[src/hw/rtl/rmwm_pkg.sv]
// shared types, codes and constants for the row median block
`timescale 1ns / 1ps

package rmwm_pkg;

  localparam int unsigned RMWM_MAX_ROW_LENGTH = 256;
  localparam int unsigned VAL_W      = 32;
  localparam int unsigned TWICE_W    = 33;
  localparam int unsigned CFG_IDX_W  = 2;
  localparam int unsigned CFG_DATA_W = 9;
  localparam int unsigned ROW_LEN_W  = 9;
  localparam int unsigned MODE_W     = 2;

  // register indexes on the configuration port
  localparam logic [CFG_IDX_W-1:0] CFG_ROW_LENGTH   = 2'd0;
  localparam logic [CFG_IDX_W-1:0] CFG_MISSING_MODE = 2'd1;

  // missing handling modes; any other code drops missing elements
  localparam logic [MODE_W-1:0] MODE_NONE      = 2'd0;
  localparam logic [MODE_W-1:0] MODE_PROPAGATE = 2'd1;

  // result status codes
  localparam logic [1:0] STATUS_OK      = 2'd0;
  localparam logic [1:0] STATUS_MISSING = 2'd1;
  localparam logic [1:0] STATUS_EMPTY   = 2'd2;
  localparam logic [1:0] STATUS_BAD     = 2'd3;

  typedef struct packed {
    logic signed [VAL_W-1:0] element_value;
    logic                    element_missing;
  } in_beat_t;

  typedef struct packed {
    logic signed [TWICE_W-1:0] twice_median;
    logic [1:0]                median_status;
  } out_beat_t;

  // broadcast to every cell of the sorting chain
  typedef struct packed {
    logic                    insert;
    logic                    shift;
    logic                    clear;
    logic signed [VAL_W-1:0] value;
  } cell_ctrl_t;

endpackage

[src/hw/rtl/rmwm_cell.sv]
// one cell of the sorted insertion chain
`timescale 1ns / 1ps

module rmwm_cell
  import rmwm_pkg::*;
(
  input  logic                    clk_i,
  input  logic                    rst_ni,
  input  cell_ctrl_t              ctrl_i,
  input  logic                    prev_big_i,
  input  logic                    prev_vld_i,
  input  logic signed [VAL_W-1:0] prev_val_i,
  input  logic                    next_vld_i,
  input  logic signed [VAL_W-1:0] next_val_i,
  output logic                    big_o,
  output logic                    vld_o,
  output logic signed [VAL_W-1:0] val_o
);

  logic                    vld_q, vld_d;
  logic signed [VAL_W-1:0] val_q, val_d;

  // empty cells count as larger than anything
  assign big_o = !vld_q || (val_q > ctrl_i.value);
  assign vld_o = vld_q;
  assign val_o = val_q;

  always_comb begin
    vld_d = vld_q;
    val_d = val_q;
    priority if (ctrl_i.clear) begin
      vld_d = 1'b0;
    end else if (ctrl_i.shift) begin
      vld_d = next_vld_i;
      val_d = next_val_i;
    end else if (ctrl_i.insert) begin
      if (prev_big_i) begin
        vld_d = prev_vld_i;
        val_d = prev_val_i;
      end else if (big_o) begin
        vld_d = 1'b1;
        val_d = ctrl_i.value;
      end
    end
  end

  always_ff @(posedge clk_i or negedge rst_ni) begin
    if (!rst_ni) begin
      vld_q <= 1'b0;
    end else begin
      vld_q <= vld_d;
    end
  end

  always_ff @(posedge clk_i) begin
    val_q <= val_d;
  end

endmodule

[config.mk]
export PLATFORM = sky130hd
export DESIGN_NAME = rmwm_cell
export DESIGN_NICKNAME = d
export VERILOG_FILES = /design/src/hw/rtl/rmwm_pkg.sv /design/src/hw/rtl/rmwm_cell.sv
export SDC_FILE = /design/constraint.sdc
export NUM_CORES = 1
export LEC_CHECK = 0
export BUFFER_PORTS_ARGS = -buffer_cell sky130_fd_sc_hd__buf_2
export CORE_UTILIZATION = 25
export DETAILED_ROUTE_END_ITERATION = 6
export SYNTH_ARGS = -nofsm -noshare
export SYNTH_HDL_FRONTEND = slang
export SYNTH_SLANG_ARGS = --single-unit
[constraint.sdc]
create_clock -name clk_i -period 3.1 [get_ports clk_i]
set_clock_uncertainty 0.05 [all_clocks]
set_input_delay 0.465 -clock clk_i [delete_from_list [all_inputs] [get_ports clk_i]]
set_output_delay 0.465 -clock clk_i [all_outputs]
set_load 0.005 [all_outputs]
# Word level (Yosys, flattened, before mapping)

Index checks and enable logic that the tools add are counted.
W data, S select, Z words.

Multiplexer cells: 9
Reductions and logical operators: 8
$mul: 0
Order comparisons: 1
Divide/modulo/power cells: 0
Shift operators: 0
Bitwise gates (word level): 1
$add $sub $neg: 0
Equal/unequal tests: 0

Operators by type and width:

| kind               | number |
|---|---|
| $mux W32           | 4 |
| $gt A32 B32 Y1     | 1 |
| $reduce_bool A3 Y1 | 2 |
| $mux W1            | 5 |
| $reduce_bool A4 Y1 | 1 |
| $reduce_and A3 Y1  | 1 |
| $reduce_and A2 Y1  | 1 |
| $reduce_bool A2 Y1 | 1 |
| $logic_not A1 Y1   | 1 |
| $logic_or A1 B1 Y1 | 1 |
| $not A1 Y1         | 1 |

Memories kept: 0
ROM bits: 0
Bits of input ports: 104
Logic and storage cells: 21
Latch bits: 0
Memory bits (writable): 0
Bits in registers: 33
Output and inout bits: 34

# Longest topological paths before layout

Gate-level depths: netlist of the first run.

Depth in word-level cells: 7
Gate-level depth with buffers: 7
Gate-level depth less buffers: 7

# Least setup slack after synthesis of the first run

OpenSTA, ideal clock, no wires.

Path kind: in2reg
Start: in ctrl_i[31] (netlist bit)
End: reg val_q[0], in the netlist val_o[0], enable pin
Data arrival time: 2.820 ns
Path buffers: 0
Setup slack: -0.174 ns
Required time: 2.646 ns
Library setup time: 0.404 ns
Stages: 7
Cells stage by stage: inv_1 -> ha_1 -> nand4_1 -> or4_4 -> o41ai_2 -> o31ai_1 -> a31oi_2

Word-level cells in the longest chain between the ends: 4

RTL lines:

| element                             | RTL line        | source |
|---|---|---|
| start: declaration                  | rmwm_cell.sv:9  | `input cell_ctrl_t ctrl_i,` |
| $gt A32 B32 Y1                      | rmwm_cell.sv:24 | `assign big_o = !vld_q \|\| (val_q > ctrl_i.value);` |
| $logic_or A1 B1 Y1                  | rmwm_cell.sv:24 |  |
| $reduce_bool A3 Y1 (no source line) | n/a             |  |
| $reduce_and A3 Y1 (no source line)  | n/a             |  |
| end signal: assignment              | rmwm_cell.sv:56 | `val_q <= val_d;` |
| end: declaration                    | rmwm_cell.sv:21 | `logic signed [VAL_W-1:0] val_q, val_d;` |

Every way passes these cells.
A chain may end at the register's enable or synchronous reset.

# Worst setup path in the final report of the first run

Start: reg val_q[30], in the netlist val_o[30]
End: out big_o

Word-level cells in the longest chain between the ends: 2

RTL lines:

| element            | RTL line        | source |
|---|---|---|
| $gt A32 B32 Y1     | rmwm_cell.sv:24 |  |
| $logic_or A1 B1 Y1 | rmwm_cell.sv:24 |  |
| end: declaration   | rmwm_cell.sv:15 | `output logic big_o,` |

Every way passes these cells.

==> run metrics, run 1 <==
WL/cell=between 10 and 15 microns; Synthesis Warnings=0; worst endpoint required time=2.58 ns; most frequent cell after synthesis=nand2_1; clk_lat worst skew=approximately 0.28 ns; number of global-route vias before repair=2306; total grt overflow=0; core area=around 0.0098 sq mm; clock slew at reported path FFs=~0.070 ns; Fmax=roughly 340 MHz; vias per std cell=4.41; placed cell area=approximately 0.0034 sq mm; worst reg-to-reg path cell count=7; period utilization=a little over nine tenths; Final Hold Violating Endpoints=0; Cells after Synth=~270; Die ar.=around 0.011 sq mm; Max-slew headroom=57.5%; post-synth net total=roughly 400; Post-synth EDFFs=32; Die X-Extent=approximately 100 microns; Initial Util=about a quarter; port bufs=137; largest net degree at the start of global routing=36; P_leak=between 1.5 and 2 nW; Die Y=103 microns; final worst path period need=2.94 ns; # Post-CTS Setup Buffers=0; Min-Delay Path Class=in2reg; synth top area cells=edfxtp_1, ha_1, mux2i_1; Slew Limit Fails=0; Power Dens Cells=338 mW/mm^2; outcome=complete, no violations; Final nets=about 540; Total Power=1.19 mW; Buf/Inv on CP=1; Stages on worst setup path=7; Yosys top cell area share=between 30% and 40%; ys async rst share=roughly 3.0%; GP Congestion=0.761; # diodes=0; global-route wire length before repair=roughly 10 mm; H-tree lvl count=2; Synth cell types=33; crit-path cells=ha_1, nand4_1, or4_4, o41ai_4, o31ai_2, nand2_1, buf_2; Critical Path AT=around 2.4 ns; clk root buf=clkbuf_8; Overall Global Routing Usage=between 10% and 20%; synthesized cell area=between 0.002 and 0.003 sq mm; Top Family by Delay on Critical Path=simple AND/OR/NAND/NOR gates; initial antenna violation count=0; worst vdd ir=between 0.1 and 0.15 mV; Synth Flop Type=edfxtp_1; number of max-cap violations=0; drt initial violations=37; post-route cell area=0.00353 sq mm; DR vias=roughly 2400; layout cell share with drive strength beyond 1=about two fifths; DRC=0; CTS tree=yes; Hold Path Stages=2; Yosys reg bits=33; CTS buffer count=5; Detail Placement HPWL=just under 6 mm; Pre-antenna DRT Iters=4; slowest stage delay, CP=between 0.5 and 0.6 ns; Clock Path Buffers=2; # rows=36; Mapped Avg Cell Area=~9.6 sq um; slew at the pin closest to its max-slew limit=between 0.6 and 0.7 ns; final WL=about 7 mm; CP Launch Type=flip-flop; most instantiated cells after synthesis=nand2_1, o21ai_0, inv_1; ANT nets after route=0; register area share after synthesis=slightly below 40%; critical path peak fanout=3; slowest CP cell=or4_4; Final Setup Violations=0; area grow syn2layout=38.8%; Sink Count=33; WS Path Type=reg2out; I/O pins=between 100 and 150; Setup crit end kind=primary output; post-synth top area cell=edfxtp_1
## sequential cells by signal, summed over array words and instances, names as in the netlist
register,cells
val_o,32
vld_o,1
## metrics by stage
stage	setup WS, ns	hold slack (ns)	cells	TNS, ns	util [%]
final	0.159	0.289	540	0	36.0
after global routing	-0.00961	0.274	540	-0.00961	36.0
after CTS	0.101	0.280	540	0	35.7
after detailed placement	0.137	0.197	531	0	34.7
after global placement	0.169	0.194	531	0	34.7
after floorplan	0.150	0.119	265	0	-
## layout by cell type (no fill, tap or decap)
| cell | count |
|---|---|
| a2111oi_0 | 1 |
| a211oi_1 | 3 |
| a21bo_2 | 1 |
| a21o_1 | 2 |
| a21oi_1 | 9 |
| a221o_1 | 1 |
| a31oi_4 | 1 |
| buf_12 | 1 |
| buf_2 | 137 |
| buf_4 | 6 |
| clkbuf_1 | 1 |
| clkbuf_8 | 5 |
| clkinv_2 | 2 |
| dfrtp_1 | 1 |
| dlygate4sd3_1 | 1 |
| edfxtp_1 | 32 |
| ha_1 | 31 |
| ha_4 | 1 |
| inv_1 | 34 |
| mux2i_1 | 32 |
| nand2_1 | 38 |
| nand3_1 | 3 |
| nand4_1 | 8 |
| nor2_1 | 6 |
| nor2b_1 | 1 |
| nor4_1 | 1 |
| o2111a_1 | 1 |
| o211ai_1 | 1 |
| o21a_1 | 1 |
| o21ai_0 | 37 |
| o21bai_1 | 1 |
| o22a_2 | 1 |
| o22ai_1 | 1 |
| o31ai_2 | 1 |
| o41ai_4 | 1 |
| or2b_1 | 1 |
| or4_1 | 1 |
| or4_4 | 1 |
## layer usage
layer  GRT usage (%)  routed length, microns  part of all wire (%)  up-vias
li1                -                       -                     -     1233
met2            24.3                    3460                    50       78
met3            2.85                     393                   5.7        6
met1            15.1                    3010                    44     1067
met5               0                       0                     0        -
met4            3.03                      47                  0.68        0
## worst paths after layout
check	to	slack (ns)	start
min	vld_o$_DFFE_PN0P_	0.29	ctrl_i[32]
max reg2reg	val_o[6]$_DFFE_PP_	0.38	val_o[30]$_DFFE_PP_
min in group asynchronous	vld_o$_DFFE_PN0P_	0.46	rst_ni
max in group asynchronous	vld_o$_DFFE_PN0P_	2.46	rst_ni
max	big_o	0.16	val_o[30]$_DFFE_PP_
min reg2reg	vld_o$_DFFE_PN0P_	0.79	vld_o$_DFFE_PN0P_
## cell families after synthesis
family                   synth area share (%)
buffers and inverters                    7.33
AND/OR/NAND/NOR                          10.6
flip-flops                               38.7
multiplexers                             12.6
AO/OA/AOI/OAI                            15.0
adder cells (fa/ha/maj)                  15.7
## timing repair
| action | CTS | global route |
|---|---|---|
| endpoints found under the hold margin | 1 | 0 |
| setup endpoints to repair | 0 | 1 |
| hold buffers | 1 | 0 |
| gates resized for setup | 0 | 3 |
## power by group
part / internal, mW / switching [mW] / total (mW)
combinational: 0.162 / 0.165 / 0.327
clock: 0.156 / 0.160 / 0.316
sequential: 0.532 / 0.0186 / 0.551
total: 0.850 / 0.343 / 1.19
## cell type report
type | instances | area (sq um)
flip-flops and latches | 33 | 986
inverters | 34 | 128
clock buffers | 6 | 72.6
multi-input cells | 187 | 1410
repair buffers | 145 | 761
clock inverters | 2 | 10.0
fillers | 1047 | 6290
well taps | 133 | 166
(Power assumes the default switching activity.)
==> run 2, diff against run 1 <==
- ABC_CLOCK_PERIOD_IN_PS: default -> 3100
- CORE_UTILIZATION: 25 -> 35
- PLACE_DENSITY: default -> 0.68
==> run metrics, run 2 (synthesis gave the netlist of run 1 again) <==
critical path peak fanout=3 (unchanged); drt initial violations=57 (+54%); Critical Path AT=2.41 ns (-0.02 ns); # rows=30 (-17%); Reg2Reg Setup Slack=0.37 ns (about the same); Die ar.=0.00762 sq mm (-28%); CTS tree=yes; final worst path period need=2.93 ns (-0.0107 ns); ANT nets after route=0 (unchanged); number of global-route vias before repair=2312 (+0.26%); clock slew at reported path FFs=0.07 ns (about the same); RSZ-0062 raised after global routing=false; Clock Path Buffers=2 (unchanged); CTS buffer count=5 (unchanged); M3 GR Usage=4.64% (+1.8 points); Die Y=87.3 microns (-15%); global-route wire length before repair=10.0 mm (-3.6%); port bufs=137 (unchanged); outcome=complete, no violations; largest net degree at the start of global routing=44 (+22%); slowest stage delay, CP=0.57 ns (-0.02 ns); total grt overflow=0 (unchanged); clk_lat worst skew=0.28 ns (about the same); Min-Delay Path Class=in2reg; Pre-antenna DRT Iters=4 (unchanged); Largest register FFs=32 (unchanged); clk root buf=clkbuf_8; Final nets=541 (-0.18%); Detail Placement HPWL=5.24 mm (-9.8%); CP Launch Type=flip-flop; Max-slew headroom=56.7% (-0.75 points); placed cell area=0.00335 sq mm (-1.8%); initial antenna violation count=0 (unchanged); DR vias=2388 (+0.17%); # diodes=0 (unchanged); vias per std cell=4.76 (+7.8%); Power Dens Cells=339 mW/mm^2 (+0.48%); Sink Count=33 (unchanged); H-tree lvl count=2 (unchanged); I/O pins=138 (unchanged); number of max-cap violations=0 (unchanged); Overall Global Routing Usage=17.2% (+4.2 points); crit-path cells=ha_1, nand4_1, or4_4, o41ai_4, o31ai_2, nand2_1, buf_2; GP Congestion=0.787 (+3.4%); slew at the pin closest to its max-slew limit=0.649 ns (+0.0273 ns); Initial Util=36.8% (+11 points); met1 Use GR=19.9% (+4.8 points); layout cell share with drive strength beyond 1=38.2% (-0.64 points); Final Hold Violating Endpoints=0 (unchanged); setup TNS=0 ns (unchanged); worst vdd ir=0.155 mV (+5.6%); DRC=0 (unchanged); Die X-Extent=87.3 microns (-15%); post-route cell area=0.00347 sq mm (-1.9%); WS Path Type=reg2out; Fmax=341 MHz (+0.37%); most common cell after layout, fill and taps aside=buf_2; GR Util met2=31.0% (+6.7 points); Final Setup Violations=0 (unchanged); slowest CP cell=or4_4; period utilization=94.5% (-0.35 points); Setup crit end kind=primary output; core area=0.00691 sq mm (-30%); Slew Limit Fails=0 (unchanged); final WL=6.27 mm (-9.3%); most frequent cells in the layout=buf_2, nand2_1, o21ai_0, inv_1; worst endpoint required time=2.58 ns (about the same); P_leak=1.78 nW (-0.39%); area grow syn2layout=36.2%; WL/cell=12.5 microns (-2.5%); Most Crowded Layer GR=met2
-- run 2: cell types whose count changed in the layout (fill, tap and decap cells not counted), sizes merged --
cell    before  now
clkbuf       6    5
buf        144  143
clkinv       2    3
-- run 2: cell type report --
| cell class | count | area (sq um) |
|---|---|---|
| Fill cell | 708 | 3440 |
| Multi-Input combinational cell | 187 | 1400 |
| Sequential cell | 33 | 986 |
| Timing Repair Buffer | 144 | 753 |
| Inverter | 34 | 128 |
| Tap cell | 96 | 120 |
| Clock buffer | 5 | 68.8 |
| Clock inverter | 3 | 12.5 |
-- run 2: critical path: cells and delay by family, from the launching register on --
family | cells | cell delay, ns
simple gates | 3 | 0.81
compound gates | 2 | 0.47
flops | 1 | 0.39
fa+ha+maj | 1 | 0.34
buf+inv | 1 | 0.12
-- run 2: final timing paths --
check / startpoint / end / depth (start not counted)
worst max-delay path: val_o[31]$_DFFE_PP_ / big_o / 7
worst min-delay path: ctrl_i[32] / vld_o$_DFFE_PN0P_ / 2
worst max register to register: val_o[31]$_DFFE_PP_ / val_o[31]$_DFFE_PP_ / 7
worst min register to register: vld_o$_DFFE_PN0P_ / vld_o$_DFFE_PN0P_ / 4
max in group asynchronous: rst_ni / vld_o$_DFFE_PN0P_ / 2
min in group asynchronous: rst_ni / vld_o$_DFFE_PN0P_ / 2
-- run 2: what timing repair did --
item / 4_1_cts / 5_1_grt
setup buffers: 0 / 1
endpoints found under the hold margin: 1 / 0
resized for setup: 0 / 2
hold buffers: 1 / 0
setup endpoints to repair: 0 / 1
-- run 2: power breakdown --
part / leakage [nW] / switching, mW / internal, mW / total (mW)
registers: 0.323 / 0.0167 / 0.532 / 0.549
clock network: 0.0430 / 0.156 / 0.151 / 0.307
logic: 1.41 / 0.162 / 0.159 / 0.321
-- run 2: metal layers --
metal  vias up  wire, microns
li1       1237              -
met1      1055           2630
met2        89           3100
met3         7            443
met4         0             95
met5         -              0
-- run 2: through the flow --
| stage | worst slack (ns) | hold slack [ns] | power, mW | util [%] | std cells |
|---|---|---|---|---|---|
| floorplan | 0.150 | 0.119 | 0.730 | - | 265 |
| global placement | 0.240 | 0.193 | 0.870 | 48.5 | 492 |
| detailed placement | 0.102 | 0.196 | 0.880 | 48.5 | 492 |
| CTS | 0.101 | 0.302 | 1.19 | 49.8 | 501 |
| global route | 0.00763 | 0.319 | 1.25 | 50.2 | 502 |
| finish | 0.170 | 0.305 | 1.18 | 50.2 | 502 |
==> run 3, diff against run 2 <==
==> constraint.sdc (replaced) <==
create_clock -name clk_i -period 3.1 [get_ports clk_i]
set_clock_uncertainty 0.05 [all_clocks]
set_input_delay 0.62 -clock clk_i [delete_from_list [all_inputs] [get_ports clk_i]]
set_output_delay 0.62 -clock clk_i [all_outputs]
set_load 0.005 [all_outputs]
==> run metrics, run 3 (synthesis gave the netlist of run 1 again) <==
outcome=complete, no violations; Top cell by count, worst path=buf_2; Total Power=1.27 mW (+7.7%); Die X-Extent=87.3 microns (unchanged); worst vdd ir=0.217 mV (+40%); area grow syn2layout=38.5%; clock slew at reported path FFs=0.07 ns (about the same); DR vias=2397 (+0.38%); Overall Global Routing Usage=17.6% (+0.41 points); I/O pins=138 (unchanged); Power Dens Cells=360 mW/mm^2 (+5.9%); CP Launch Point=ctrl_i[11]; # diodes=0 (unchanged); initial antenna violation count=0 (unchanged); Top Family by Delay on Critical Path=simple AND/OR/NAND/NOR gates; most frequent cells in the layout=buf_2, nand2_1, o21ai_0, inv_1; Detail Placement HPWL=5.29 mm (+0.95%); Fmax=333 MHz (-2.5%); DRC=0 (unchanged); Logic pwr share=26.2% (-1.1 points); Net Sw Frac=26.1% (-2.3 points); worst flop-to-flop path startpoint=val_o[21]$_DFFE_PP_; total grt overflow=0 (unchanged); CP Launch Type=input pin; Clock power frac=30.4% (+4.3 points); Setup crit end kind=primary output; Sink Count=33 (unchanged); worst endpoint required time=2.43 ns (-0.15 ns); Final Setup Violations=0 (unchanged); Reg2Reg Setup Slack=0.35 ns (-0.02 ns); critical path peak fanout=4 (+1); Sw Pwr=331 uW (-0.94%); slowest CP cell=or4_1; global-route wire length before repair=10.4 mm (+3.2%); drt initial violations=69 (+21%); Clock Path Buffers=2 (unchanged); Die ar.=0.00762 sq mm (unchanged); Layout Utilization=51.0% (+0.85 points); clk_lat worst skew=0.28 ns (about the same); Critical Path AT=2.34 ns (-0.07 ns); most common cell after layout, fill and taps aside=buf_2; P_int=936 uW (+11%); number of global-route vias before repair=2364 (+2.2%); Largest register FFs=32 (unchanged); slowest stage delay, CP=0.54 ns (-0.03 ns); vias per std cell=4.74 (-0.42%); Die Y=87.3 microns (unchanged); setup TNS=0 ns (unchanged); RSZ-0062 raised after global routing=false; Initial Util=36.8% (unchanged); clk root buf=clkbuf_8; CTS buffer count=5 (unchanged); Slew Limit Fails=0 (unchanged); Final nets=545 (+0.74%); crit-path cells=buf_2, inv_1, ha_1, nand4_1, or4_1, o22a_2, a21bo_4, nand2_1, buf_2; Placed Cells=495 (+0.61%); Final Hold Violating Endpoints=0 (unchanged); number of max-cap violations=0 (unchanged); ANT nets after route=0 (unchanged); period utilization=97.0% (+2.4 points); part of the power in registers=43.4% (-3.3 points); worst reg-to-reg path cell count=8 (+1); final cell count without fillers=506 (+0.80%); P_leak=1.81 nW (+1.8%); GP Congestion=0.740 (-6.0%); H-tree lvl count=2 (unchanged); Max-slew headroom=64.0% (+7.3 points); slew at the pin closest to its max-slew limit=0.534 ns (-0.115 ns); port bufs=137 (unchanged); final WL=6.45 mm (+2.8%); WL/cell=12.7 microns (+2.0%); Worst R2R End=val_o[2]$_DFFE_PP_; final worst path period need=3.01 ns (+0.0756 ns); layout cell share with drive strength beyond 1=39.0% (+0.85 points); CTS tree=yes; largest net degree at the start of global routing=27 (-39%); Min-Delay Path Class=in2async; Pre-antenna DRT Iters=4 (unchanged); WS Path Type=in2out; # rows=30 (unchanged); core area=0.00691 sq mm (unchanged); Buf/Inv on CP=3 (+2)
==> run 3: worst reg2reg max path: stages, from the launching register on <==
cell	delay, ns
edfxtp_1	0.41
ha_1	0.31
nand4_1	0.14
or4_4	0.59
o41ai_4	0.23
o31ai_2	0.13
buf_4	0.16
a31oi_4	0.19
buf_4	0.23
==> run 3: worst max-delay path by stage <==
| stage | to | slack (ns) | cells past startpoint |
|---|---|---|---|
| final | big_o | 0.09 | 9 |
| after global routing | big_o | 0.002 | 10 |
| after CTS | big_o | 0.05 | 9 |
| after detailed placement | big_o | 0.05 | 9 |
| after global placement | big_o | 0.09 | 10 |
| after floorplan | val_o[0]$_DFFE_PP_ | 0.03 | 7 |
==> run 3: area by class of cell <==
cell class	count	area (sq um)
multi-input cells	187	1400
clock buffers	6	72.6
inverters	34	128
flip-flops and latches	33	986
well taps	96	120
clock inverters	2	33.8
repair buffers	148	781
fillers	683	3380
==> run 3: metrics by stage <==
step | setup WS, ns | instance area (sq um) | hold WS, ns
finish | 0.0945 | 3520 | 0.0519
global route | 0.00201 | 3520 | 0.0387
CTS | 0.0452 | 3480 | 0.0376
detailed placement | 0.0492 | 3380 | 0.347
global placement | 0.0912 | 3380 | 0.349
floorplan | 0.0308 | 2560 | 0.274
==> run 3: timing repair <==
item | 4_1_cts | 5_1_grt
setup endpoints to repair | 0 | 1
hold buffers | 0 | 0
endpoints found under the hold margin | 0 | 0
setup buffers | 0 | 3
gates resized for setup | 0 | 2
==> run 3: power groups by stage <==
stage	combinational (mW)	clock [mW]	sequential, mW
after global routing	0.379	0.419	0.554
final	0.332	0.385	0.550
after floorplan	0.169	0	0.561
after CTS	0.328	0.402	0.550
after detailed placement	0.326	0	0.560
after global placement	0.319	0	0.558
==> run 3: routing by layer <==
metal / global-route usage [%] / wire, microns / share of wire (%) / up-vias
li1: - / - / - / 1245
met4: 4.62 / 62 / 0.96 / 0
met5: 0 / 0 / 0 / -
met1: 21.1 / 2840 / 44 / 1058
met3: 4.36 / 385 / 6.0 / 5
met2: 31.5 / 3160 / 49 / 89
